### src/sv/gup_pkg.sv
// gup_pkg: shared constants, types and codes for the 2x bilinear grid upsampler.
// Used by every module of the block; depends on nothing.
`default_nettype none

package gup_pkg;

	localparam int MAX_GRID  = 256;
	localparam int ADDR_W    = $clog2(MAX_GRID);
	localparam int COORD_W   = ADDR_W + 1;
	localparam int SAMPLE_W  = 16;
	localparam int GRID_W    = 9;
	localparam int PADDR_W   = 3;
	localparam int PDATA_W   = 32;
	localparam int QDEPTH    = 4;
	localparam int QPTR_W    = $clog2(QDEPTH);
	localparam int SLOTS     = 9;
	localparam int SLOT_W    = $clog2(SLOTS);

	localparam logic [GRID_W-1:0]      GRID_RESET    = GRID_W'(16);
	localparam logic [PADDR_W-3:0]     REG_GRID_SIZE = '0;

	typedef logic signed [SAMPLE_W-1:0] sample_t;

	typedef enum logic [1:0] {
		K_CORNER = 2'd0,
		K_TOP    = 2'd1,
		K_LEFT   = 2'd2,
		K_INNER  = 2'd3
	} kind_t;

	typedef enum logic [1:0] {
		M_COPY = 2'd0,
		M_MIX  = 2'd1,
		M_QUAD = 2'd2
	} mode_t;

	typedef struct packed {
		kind_t             kind;
		logic              lastr;
		logic              lastc;
		logic [ADDR_W-1:0] r;
		logic [ADDR_W-1:0] c;
		sample_t           s;
		sample_t           u;
		sample_t           l;
		sample_t           ul;
	} job_t;

endpackage

`default_nettype wire

### src/sv/gup_ifs.sv
// gup_ifs: valid/ready channel interfaces for input samples and output results.
// Depends on gup_pkg for field widths.
`default_nettype none

interface gup_sample_if
	import gup_pkg::*;
();
	logic    valid;
	logic    ready;
	sample_t sample_in;

	modport source (output valid, output sample_in, input ready);
	modport sink (input valid, input sample_in, output ready);
endinterface

interface gup_result_if
	import gup_pkg::*;
();
	logic               valid;
	logic               ready;
	logic [COORD_W-1:0] out_row;
	logic [COORD_W-1:0] out_col;
	sample_t            out_value;
	logic               run_last;

	modport source (output valid, output out_row, output out_col, output out_value,
		output run_last, input ready);
	modport sink (input valid, input out_row, input out_col, input out_value,
		input run_last, output ready);
endinterface

`default_nettype wire

### src/sv/gup_front.sv
// gup_front: accepts samples, tracks grid position, keeps the line store and
// neighbors, and pushes one classified job per sample. Depends on gup_pkg, gup_ifs.
`default_nettype none

module gup_front
	import gup_pkg::*;
(
	input  wire logic              clk,
	input  wire logic              arst_n,
	input  wire logic              restart,
	input  wire logic [ADDR_W-1:0] side_m1,
	gup_sample_if.sink             samples,
	output      logic              push_valid,
	input  wire logic              push_ready,
	output      job_t              push_data
);

	sample_t           line_mem [MAX_GRID];
	sample_t           rd_q;
	sample_t           left_q;
	sample_t           ul_q;
	logic [ADDR_W-1:0] r_q;
	logic [ADDR_W-1:0] c_q;
	logic              v_s1;
	sample_t           s_s1;
	sample_t           l_s1;
	logic [ADDR_W-1:0] r_s1;
	logic [ADDR_W-1:0] c_s1;
	logic              lastr_s1;
	logic              lastc_s1;
	logic              take;
	sample_t           u_eff;

	assign samples.ready = !v_s1 || push_ready;
	assign take          = samples.valid && samples.ready;
	assign push_valid    = v_s1;
	assign u_eff         = (r_s1 != '0) ? rd_q : '0;

	always_ff @(posedge clk or negedge arst_n) begin
		if (!arst_n) begin
			v_s1 <= 1'b0;
			r_q  <= '0;
			c_q  <= '0;
		end else begin
			if (take) begin
				v_s1 <= 1'b1;
			end else if (push_ready) begin
				v_s1 <= 1'b0;
			end
			if (restart) begin
				r_q <= '0;
				c_q <= '0;
			end else if (take) begin
				if (c_q == side_m1) begin
					c_q <= '0;
					r_q <= (r_q == side_m1) ? '0 : r_q + 1'b1;
				end else begin
					c_q <= c_q + 1'b1;
				end
			end
		end
	end

	// line store: read old entry, write new sample at the same column
	always_ff @(posedge clk) begin
		if (take) begin
			rd_q          <= line_mem[c_q];
			line_mem[c_q] <= samples.sample_in;
		end
	end

	always_ff @(posedge clk) begin
		if (take) begin
			s_s1     <= samples.sample_in;
			l_s1     <= left_q;
			r_s1     <= r_q;
			c_s1     <= c_q;
			lastr_s1 <= (r_q == side_m1);
			lastc_s1 <= (c_q == side_m1);
			left_q   <= samples.sample_in;
		end
		if (v_s1 && push_ready) begin
			ul_q <= u_eff;
		end
	end

	always_comb begin
		push_data       = '0;
		push_data.lastr = lastr_s1;
		push_data.lastc = lastc_s1;
		push_data.r     = r_s1;
		push_data.c     = c_s1;
		push_data.s     = s_s1;
		push_data.u     = u_eff;
		push_data.l     = l_s1;
		push_data.ul    = ul_q;
		if (r_s1 == '0) begin
			push_data.kind = (c_s1 == '0) ? K_CORNER : K_TOP;
		end else begin
			push_data.kind = (c_s1 == '0) ? K_LEFT : K_INNER;
		end
	end

endmodule

`default_nettype wire

### src/sv/gup_queue.sv
// gup_queue: short job queue between front and back of the upsampler.
// Depends on gup_pkg for the job type and depth.
`default_nettype none

module gup_queue
	import gup_pkg::*;
(
	input  wire logic clk,
	input  wire logic arst_n,
	input  wire logic push_valid,
	output      logic push_ready,
	input  wire job_t push_data,
	output      logic pop_valid,
	input  wire logic pop_ready,
	output      job_t pop_data
);

	job_t              slots_q [QDEPTH];
	logic [QPTR_W-1:0] wr_q;
	logic [QPTR_W-1:0] rd_q;
	logic [QPTR_W:0]   cnt_q;
	logic              push;
	logic              pop;

	assign push_ready = cnt_q != (QPTR_W+1)'(QDEPTH);
	assign pop_valid  = cnt_q != '0;
	assign pop_data   = slots_q[rd_q];
	assign push       = push_valid && push_ready;
	assign pop        = pop_valid && pop_ready;

	always_ff @(posedge clk or negedge arst_n) begin
		if (!arst_n) begin
			wr_q  <= '0;
			rd_q  <= '0;
			cnt_q <= '0;
		end else begin
			if (push) begin
				wr_q <= wr_q + 1'b1;
			end
			if (pop) begin
				rd_q <= rd_q + 1'b1;
			end
			if (push && !pop) begin
				cnt_q <= cnt_q + 1'b1;
			end else if (pop && !push) begin
				cnt_q <= cnt_q - 1'b1;
			end
		end
	end

	always_ff @(posedge clk) begin
		if (push) begin
			slots_q[wr_q] <= push_data;
		end
	end

endmodule

`default_nettype wire

### src/sv/gup_back.sv
// gup_back: expands each job into its output samples, one per cycle when
// unstalled, through a registered output stage. Depends on gup_pkg, gup_ifs.
`default_nettype none

module gup_back
	import gup_pkg::*;
(
	input  wire logic              clk,
	input  wire logic              arst_n,
	input  wire logic [ADDR_W-1:0] side_m1,
	input  wire logic              pop_valid,
	output      logic              pop_ready,
	input  wire job_t              pop_data,
	gup_result_if.source           results
);

	job_t               job_q;
	logic               job_v_q;
	logic [SLOT_W-1:0]  slot_q;
	logic               ov_q;
	logic [COORD_W-1:0] row_q;
	logic [COORD_W-1:0] col_q;
	sample_t            val_q;
	logic               last_q;

	logic [SLOTS-1:0]   mask;
	logic [SLOTS-1:0]   rem;
	logic [SLOT_W-1:0]  nxt;
	logic               last;
	logic               out_load;
	logic               emit;
	logic [COORD_W-1:0] y_c;
	logic [COORD_W-1:0] r2;
	logic [COORD_W-1:0] r2m1;
	logic [COORD_W-1:0] c2;
	logic [COORD_W-1:0] c2m1;
	logic [COORD_W-1:0] row_n;
	logic [COORD_W-1:0] col_n;
	mode_t              mode;
	sample_t            ma, mb, qa, qb, qc, qd;
	sample_t            val_n;

	function automatic sample_t mix4(input sample_t a, input sample_t b);
		logic signed [SAMPLE_W+2:0] t;
		t = ((SAMPLE_W+3)'(a) <<< 1) + (SAMPLE_W+3)'(a) + (SAMPLE_W+3)'(b)
			+ (SAMPLE_W+3)'(2);
		return SAMPLE_W'(t >>> 2);
	endfunction

	function automatic sample_t quad(input sample_t a, input sample_t b,
			input sample_t c, input sample_t d);
		logic signed [SAMPLE_W+4:0] t;
		t = ((SAMPLE_W+5)'(a) <<< 3) + (SAMPLE_W+5)'(a)
			+ ((SAMPLE_W+5)'(b) <<< 1) + (SAMPLE_W+5)'(b)
			+ ((SAMPLE_W+5)'(c) <<< 1) + (SAMPLE_W+5)'(c)
			+ (SAMPLE_W+5)'(d) + (SAMPLE_W+5)'(8);
		return SAMPLE_W'(t >>> 4);
	endfunction

	assign y_c  = {side_m1, 1'b1};
	assign r2   = {job_q.r, 1'b0};
	assign r2m1 = r2 - 1'b1;
	assign c2   = {job_q.c, 1'b0};
	assign c2m1 = c2 - 1'b1;

	always_comb begin
		case (job_q.kind)
			K_CORNER: mask = SLOTS'(1);
			K_TOP:    mask = {6'b0, job_q.lastc, 2'b11};
			K_LEFT:   mask = {6'b0, job_q.lastr, 2'b11};
			K_INNER:  mask = {job_q.lastr && job_q.lastc, job_q.lastr, job_q.lastr,
				job_q.lastc, 2'b11, job_q.lastc, 2'b11};
			default:  mask = SLOTS'(1);
		endcase
	end

	assign rem = mask & ~((SLOTS'(2) << slot_q) - 1'b1);
	assign last = rem == '0;

	always_comb begin
		nxt = '0;
		for (int i = SLOTS - 1; i >= 0; i--) begin
			if (rem[i]) begin
				nxt = SLOT_W'(i);
			end
		end
	end

	// select coordinates and operands for the current slot
	always_comb begin
		row_n = '0;
		col_n = '0;
		mode  = M_COPY;
		ma    = job_q.s;
		mb    = job_q.s;
		qa    = job_q.ul;
		qb    = job_q.l;
		qc    = job_q.u;
		qd    = job_q.s;
		case (job_q.kind)
			K_CORNER: begin
				row_n = '0;
				col_n = '0;
			end
			K_TOP: begin
				row_n = '0;
				case (slot_q)
					SLOT_W'(0): begin col_n = c2m1; mode = M_MIX; ma = job_q.l; end
					SLOT_W'(1): begin col_n = c2;   mode = M_MIX; mb = job_q.l; end
					default:    col_n = y_c;
				endcase
			end
			K_LEFT: begin
				col_n = '0;
				case (slot_q)
					SLOT_W'(0): begin row_n = r2m1; mode = M_MIX; ma = job_q.u; end
					SLOT_W'(1): begin row_n = r2;   mode = M_MIX; mb = job_q.u; end
					default:    row_n = y_c;
				endcase
			end
			K_INNER: begin
				case (slot_q)
					SLOT_W'(0): begin
						row_n = r2m1; col_n = c2m1; mode = M_QUAD;
					end
					SLOT_W'(1): begin
						row_n = r2m1; col_n = c2; mode = M_QUAD;
						qa = job_q.u; qb = job_q.ul; qc = job_q.s; qd = job_q.l;
					end
					SLOT_W'(2): begin
						row_n = r2m1; col_n = y_c; mode = M_MIX; ma = job_q.u;
					end
					SLOT_W'(3): begin
						row_n = r2; col_n = c2m1; mode = M_QUAD;
						qa = job_q.l; qb = job_q.ul; qc = job_q.s; qd = job_q.u;
					end
					SLOT_W'(4): begin
						row_n = r2; col_n = c2; mode = M_QUAD;
						qa = job_q.s; qb = job_q.l; qc = job_q.u; qd = job_q.ul;
					end
					SLOT_W'(5): begin
						row_n = r2; col_n = y_c; mode = M_MIX; mb = job_q.u;
					end
					SLOT_W'(6): begin
						row_n = y_c; col_n = c2m1; mode = M_MIX; ma = job_q.l;
					end
					SLOT_W'(7): begin
						row_n = y_c; col_n = c2; mode = M_MIX; mb = job_q.l;
					end
					default: begin
						row_n = y_c; col_n = y_c;
					end
				endcase
			end
			default: begin
				row_n = '0;
				col_n = '0;
			end
		endcase
	end

	always_comb begin
		case (mode)
			M_MIX:   val_n = mix4(ma, mb);
			M_QUAD:  val_n = quad(qa, qb, qc, qd);
			default: val_n = job_q.s;
		endcase
	end

	assign out_load  = !ov_q || results.ready;
	assign emit      = job_v_q && out_load;
	assign pop_ready = !job_v_q || (emit && last);

	always_ff @(posedge clk or negedge arst_n) begin
		if (!arst_n) begin
			job_v_q <= 1'b0;
			slot_q  <= '0;
			ov_q    <= 1'b0;
		end else begin
			if (pop_valid && pop_ready) begin
				job_v_q <= 1'b1;
				slot_q  <= '0;
			end else if (emit && last) begin
				job_v_q <= 1'b0;
				slot_q  <= '0;
			end else if (emit) begin
				slot_q <= nxt;
			end
			if (out_load) begin
				ov_q <= job_v_q;
			end
		end
	end

	always_ff @(posedge clk) begin
		if (pop_valid && pop_ready) begin
			job_q <= pop_data;
		end
		if (emit) begin
			row_q  <= row_n;
			col_q  <= col_n;
			val_q  <= val_n;
			last_q <= last;
		end
	end

	assign results.valid     = ov_q;
	assign results.out_row   = row_q;
	assign results.out_col   = col_q;
	assign results.out_value = val_q;
	assign results.run_last  = last_q;

	a_idle_slot: assert property (@(posedge clk) disable iff (!arst_n)
		!job_v_q |-> slot_q == '0)
		else $error("slot counter moved without a job");

	a_slot_live: assert property (@(posedge clk) disable iff (!arst_n)
		job_v_q |-> mask[slot_q])
		else $error("current slot not part of the job");

	a_last_rewind: assert property (@(posedge clk) disable iff (!arst_n)
		emit && last |=> slot_q == '0)
		else $error("slot counter not rewound after final item");

	a_pop_only_at_end: assert property (@(posedge clk) disable iff (!arst_n)
		pop_valid && pop_ready && job_v_q |-> emit && last)
		else $error("job replaced before all its items left");

endmodule

`default_nettype wire

### src/sv/grid_upsample_2x_bilinear_core.sv
// Each sample passes the front register, job queue, job register and output register.
// Throughput: one result per cycle on the output channel while it is ready and
// jobs are queued; each sample gives 1 to 9 results (4 on average for large grids).
// A 4-job queue separates sample intake from result generation.
// Reset: grid position to (0,0), grid_size to 16; the line store is not cleared.
// Depends on gup_pkg, gup_ifs, gup_front, gup_queue, gup_back.
`default_nettype none

module grid_upsample_2x_bilinear_core
	import gup_pkg::*;
(
	input  wire logic               clk,
	input  wire logic               arst_n,
	input  wire logic               psel,
	input  wire logic               penable,
	input  wire logic               pwrite,
	input  wire logic [PADDR_W-1:0] paddr,
	input  wire logic [PDATA_W-1:0] pwdata,
	output      logic [PDATA_W-1:0] prdata,
	output      logic               pready,
	gup_sample_if.sink              samples,
	gup_result_if.source            results
);

	logic [GRID_W-1:0] grid_size_q;
	logic [ADDR_W-1:0] side_m1;
	logic              reg_hit;
	logic              cfg_wr;
	logic              q_push_valid;
	logic              q_push_ready;
	job_t              q_push_data;
	logic              q_pop_valid;
	logic              q_pop_ready;
	job_t              q_pop_data;

	assign pready  = 1'b1;
	assign reg_hit = paddr[PADDR_W-1:2] == REG_GRID_SIZE;
	assign cfg_wr  = psel && penable && pwrite && pready && reg_hit;
	assign prdata  = reg_hit ? PDATA_W'(grid_size_q) : '0;

	always_ff @(posedge clk or negedge arst_n) begin
		if (!arst_n) begin
			grid_size_q <= GRID_RESET;
		end else if (cfg_wr) begin
			grid_size_q <= pwdata[GRID_W-1:0];
		end
	end

	// clamp side length to 2..MAX_GRID, keep side minus one
	always_comb begin
		if (grid_size_q < GRID_W'(2)) begin
			side_m1 = ADDR_W'(1);
		end else if (grid_size_q > GRID_W'(MAX_GRID)) begin
			side_m1 = ADDR_W'(MAX_GRID - 1);
		end else begin
			side_m1 = ADDR_W'(grid_size_q - 1'b1);
		end
	end

	gup_front u_front (
		.clk        (clk),
		.arst_n     (arst_n),
		.restart    (cfg_wr),
		.side_m1    (side_m1),
		.samples    (samples),
		.push_valid (q_push_valid),
		.push_ready (q_push_ready),
		.push_data  (q_push_data)
	);

	gup_queue u_queue (
		.clk        (clk),
		.arst_n     (arst_n),
		.push_valid (q_push_valid),
		.push_ready (q_push_ready),
		.push_data  (q_push_data),
		.pop_valid  (q_pop_valid),
		.pop_ready  (q_pop_ready),
		.pop_data   (q_pop_data)
	);

	gup_back u_back (
		.clk       (clk),
		.arst_n    (arst_n),
		.side_m1   (side_m1),
		.pop_valid (q_pop_valid),
		.pop_ready (q_pop_ready),
		.pop_data  (q_pop_data),
		.results   (results)
	);

endmodule

`default_nettype wire
### src/flat_wrapper.sv
// flat-port wrapper written by rule: the top's interface ports become plain ports
module grid_upsample_2x_bilinear_core_flat import gup_pkg::*;
  (clk, arst_n, psel, penable, pwrite, paddr, pwdata, prdata, pready, samples_valid, samples_sample_in, samples_ready, results_valid, results_out_row, results_out_col, results_out_value, results_run_last, results_ready);
  gup_sample_if samples_i ();
  gup_result_if results_i ();
  input  wire logic clk;
  input  wire logic arst_n;
  input  wire logic psel;
  input  wire logic penable;
  input  wire logic pwrite;
  input  wire logic [PADDR_W-1:0] paddr;
  input  wire logic [PDATA_W-1:0] pwdata;
  output      logic [PDATA_W-1:0] prdata;
  output      logic pready;
  input wire logic [$bits(samples_i.valid)-1:0] samples_valid;
  input wire logic [$bits(samples_i.sample_in)-1:0] samples_sample_in;
  output wire logic [$bits(samples_i.ready)-1:0] samples_ready;
  output wire logic [$bits(results_i.valid)-1:0] results_valid;
  output wire logic [$bits(results_i.out_row)-1:0] results_out_row;
  output wire logic [$bits(results_i.out_col)-1:0] results_out_col;
  output wire logic [$bits(results_i.out_value)-1:0] results_out_value;
  output wire logic [$bits(results_i.run_last)-1:0] results_run_last;
  input wire logic [$bits(results_i.ready)-1:0] results_ready;
  assign samples_i.valid = samples_valid;
  assign samples_i.sample_in = samples_sample_in;
  assign samples_ready = samples_i.ready;
  assign results_valid = results_i.valid;
  assign results_out_row = results_i.out_row;
  assign results_out_col = results_i.out_col;
  assign results_out_value = results_i.out_value;
  assign results_run_last = results_i.run_last;
  assign results_i.ready = results_ready;
  grid_upsample_2x_bilinear_core u_core (.clk(clk), .arst_n(arst_n), .psel(psel), .penable(penable), .pwrite(pwrite), .paddr(paddr), .pwdata(pwdata), .prdata(prdata), .pready(pready), .samples(samples_i), .results(results_i));
endmodule
### config.mk
export PLATFORM = sky130hd
export DESIGN_NAME = grid_upsample_2x_bilinear_core_flat
export DESIGN_NICKNAME = d
export VERILOG_FILES = /design/src/sv/gup_pkg.sv /design/src/sv/gup_ifs.sv /design/src/sv/gup_front.sv /design/src/sv/gup_queue.sv /design/src/sv/gup_back.sv /design/src/sv/grid_upsample_2x_bilinear_core.sv /design/src/flat_wrapper.sv
export SDC_FILE = /design/constraint.sdc
export NUM_CORES = 2
export LEC_CHECK = 0
export BUFFER_PORTS_ARGS = -buffer_cell sky130_fd_sc_hd__buf_2
export CAP_MARGIN = 0
export CORE_UTILIZATION = 30
export DETAILED_ROUTE_END_ITERATION = 10
export REMOVE_ABC_BUFFERS = 1
export SLEW_MARGIN = 20
export SYNTH_ARGS = -nofsm -noshare
export SYNTH_HDL_FRONTEND = slang
export SYNTH_MEMORY_MAX_BITS = 65536
export SYNTH_SLANG_ARGS = --single-unit
### constraint.sdc
create_clock -name clk -period 15.9 [get_ports clk]
set_input_delay 3.18 -clock clk [delete_from_list [all_inputs] [get_ports clk]]
set_output_delay 3.18 -clock clk [all_outputs]
set_load 0.1 [all_outputs]
==> results.yml <==
run_status:
  status: "finished, violations left"
  violations: "DRC"
synthesis:
  synth-simple-area-share_pct: 2.288
  synth_top_family_by_area: "multiplexers"
  seq_area_frac_synth_pct: 75.16
  synth_fa_ha_area_share_pct: 1.477
  avgSynthCellArea_sq_um: 21.86
  synth-async-reset-ratio_pct: 0.8348
  synth_edf_count: 4633
  synthCells: 8527
  synth_ff_type: "edfxtp_1"
  synthDistinctLibCells: 88
  synthMuxAreaShare_pct: 17.50
  synth-compound-area-share_pct: 1.755
  ys_warn_count: 0
  synth_xor_area_share_pct: 0.3551
  synth_area_sq_mm: 0.1864
  synth-seq-cells: 4672
timing:
  setup_viol: 0
  setup_slack_ps: 8341
  max_freq_mhz: 132.3
  slew_violations: 0
  skew_ps: 89.39
  tns_ps: 0
  finalCritPeriodShare_pct: 47.54
  final_hold_viol_count: 0
  rsz0062_at_grt: "no"
  max_slew.worst_pin.slew_ps: 1253
  fin_crit_ps: 7559
  maxSlewHeadroom_pct: 16.48
route:
  num_vias: 88990
  drt-wirelength-per-cell_um: 27.14
  drc: 26
  drtIter0Drc: 11910
  first_pass_iters: 11
  drt-vias-per-instance: 5.085
  wirelength_um: 474900
  ant_nets: 0
die:
  start_util_pct: 30.11
  pin_count: 128
  die_height_um: 790.3
  die-area_sq_mm: 0.6245
  core_sq_mm: 0.6191
  die_w_um: 790.3
  rows: 289
pwr:
  power_mw: 40.78
  power_density_mw_per_mm2: 192.0
  leakagePower_nw: 64.64
  peakVddDrop_uv: 438.2
cells_and_area:
  syn2layout_area_growth_pct: 13.93
  final_cell_mix: "edfxtp_1, mux4_2, clkbuf_16"
  multiInputGateArea_sq_mm: 0.04484
  utilization_pct: 34.31
  num-nets-final: 9072
  fin_area_sq_mm: 0.2124
  drive_gt1_share_pct: 28.87
  fillerInstances: 56980
  final_common_cell: "edfxtp_1"
  regArea_sq_mm: 0.1401
cts:
  clk-insertion-delay-late_ps: 1010
  postCtsSetupRepairBufs: 0
  htreeDepth: 5
  numCtsBuffers: 431
  cts_tree: "done"
  clock_sinks: 4672
  clk_pin_slew_ps: 60
  root_buffer: "clkbuf_16"
  cts_hold_buffers: 0
  clockBufferDepth: 4
  cts_resized: 0
worst_setup_path:
  path_cells: "ha_1 > inv_1 > buf_4 > nor2_2 > buf_4 > mux2_2 > fa_1 > fa_1 > fa_1 > ha_1 > nor4b_1 > nand3_1 > fa_1 > nand2b_1 > a21oi_1 > o22a_1 > a41o_1 > o21ai_0 > a21oi_1 > xor2_1 > a221oi_1 > a21oi_1"
  required_ps: 16650
  crit_arrival_ps: 8310
  end_kind: "flip-flop"
  crit_type: "reg2reg"
  startpoint_type: "flip-flop"
  r2r_slack_ps: 8340
  slowest_delay_ps: 650
  worstPathMaxFanout: 32
  crit_slowest_cell: "ha_1"
  crit_top_cell: "fa_1"
grt:
  grt-ovfl-total: 0
  grt_pass1_vias: 90660
  antenna_found_initial: 36
  grt.total_usage_pct: 14.77
  grt_max_degree: 160
  grt_pass1_wl_um: 673100
placement:
  dp.final_hpwl_um: 276600
  place_ws_ps: 8312
  port_buffers: 78
  dpl_cell_area_sq_mm: 0.1986
  place.gp.congestion: 0.8443
run:
  maxCapViolations: 0
min_path:
  hp-class: "reg2reg"
[registers in the layout, indices dropped and copies added (netlist names), 9 cells and up]
signal                           flops
u_core.u_front.line_mem           4096
u_core.u_queue.slots_q             336
u_core.u_back.job_q                 76
u_core.u_back.results.out_value     16
u_core.u_front.l_s1                 16
u_core.u_front.rd_q                 16
u_core.u_front.s_s1                 16
u_core.u_front.ul_q                 16
u_core.grid_size_q                   9
u_core.u_back.results.out_col        9
u_core.u_back.results.out_row        9
[Yosys cell counts (16+ instances only)]
cell type | number | share of area (%)
nand3_1 | 47 | 0.13
nand2_1 | 216 | 0.43
o22ai_1 | 26 | 0.087
nor2_1 | 402 | 0.81
xnor2_1 | 39 | 0.18
nor2b_1 | 61 | 0.20
a21oi_1 | 124 | 0.33
nand2b_1 | 38 | 0.13
a22oi_1 | 48 | 0.19
mux4_2 | 1392 | 17
mux2_2 | 64 | 0.39
and2_1 | 26 | 0.087
xor2_1 | 34 | 0.16
dfrtp_1 | 38 | 0.51
clkbuf_1 | 288 | 0.58
inv_1 | 174 | 0.35
o21ai_0 | 113 | 0.30
and3_1 | 16 | 0.054
fa_1 | 85 | 0.91
buf_4 | 24 | 0.097
buf_2 | 86 | 0.23
a21o_1 | 16 | 0.064
nor3_1 | 44 | 0.12
edfxtp_1 | 4633 | 75
buf_1 | 95 | 0.19
mux2i_1 | 54 | 0.29
ha_1 | 84 | 0.56
o21bai_1 | 16 | 0.064
[power breakdown]
group | switching, mW | internal, mW
Combinational | 9.28 | 6.77
Sequential | 0.411 | 14.3
Clock | 4.55 | 5.51
[worst paths after layout]
kind | from | cells after the start | end
worst min register to register | u_core.u_front.ul_q[11] | 0 | u_core.u_queue.slots_q[2][11]
max in group asynchronous | arst_n | 1 | u_core.u_front.c_q[3]
worst max-delay path | u_core.u_back.job_q[83] | 22 | u_core.u_back.results.out_value[13]
worst max register to register | u_core.u_back.job_q[83] | 22 | u_core.u_back.results.out_value[13]
worst min-delay path | u_core.u_front.ul_q[11] | 0 | u_core.u_queue.slots_q[2][11]
min in group asynchronous | arst_n | 1 | u_core.grid_size_q[5]
[worst max-delay path: cells and delay by family (launching register included)]
family          cells  cell delay, ps
mux                 1             440
xor+xnor            1             100
fa+ha+maj           6            2970
simple gates        4             840
flops               1             380
buf+inv             3             820
compound gates      7            1670
[routing by layer]
metal,GRT usage [%],up-vias,wire length [um]
met1,20.25,48160,193300
met4,3.905,2,12260
met5,0,-,13
met2,23.72,3952,225800
met3,3.432,646,43430
li1,-,36230,-
[cells by family after synthesis]
kind of cell | Yosys count
DFF | 4672
muxes | 1510
and+or+nand+nor | 931
buffers and inverters | 671
AOI/OAI and AO/OA | 498
adders and majority gates | 169
xor gates and xnor gates | 74
other | 2
[area by class of cell]
class,count,area share [%]
diodes,17,0.02003
clock buffers,532,5.296
clock inverters,247,1.061
inverters,175,0.3105
multi-input cells,3206,21.12
flip-flops and latches,4672,65.98
well taps,8293,4.886
repair buffers,359,1.327
[per-stage QoR]
step                      hold slack (ps)  cells
final                               466.0  17500
after global routing                481.1  17490
after CTS                           460.7  17480
after detailed placement            484.2  16700
after global placement              464.9  16700
after floorplan                     458.7   8053
No activity file was read; power rests on OpenSTA's default activity.
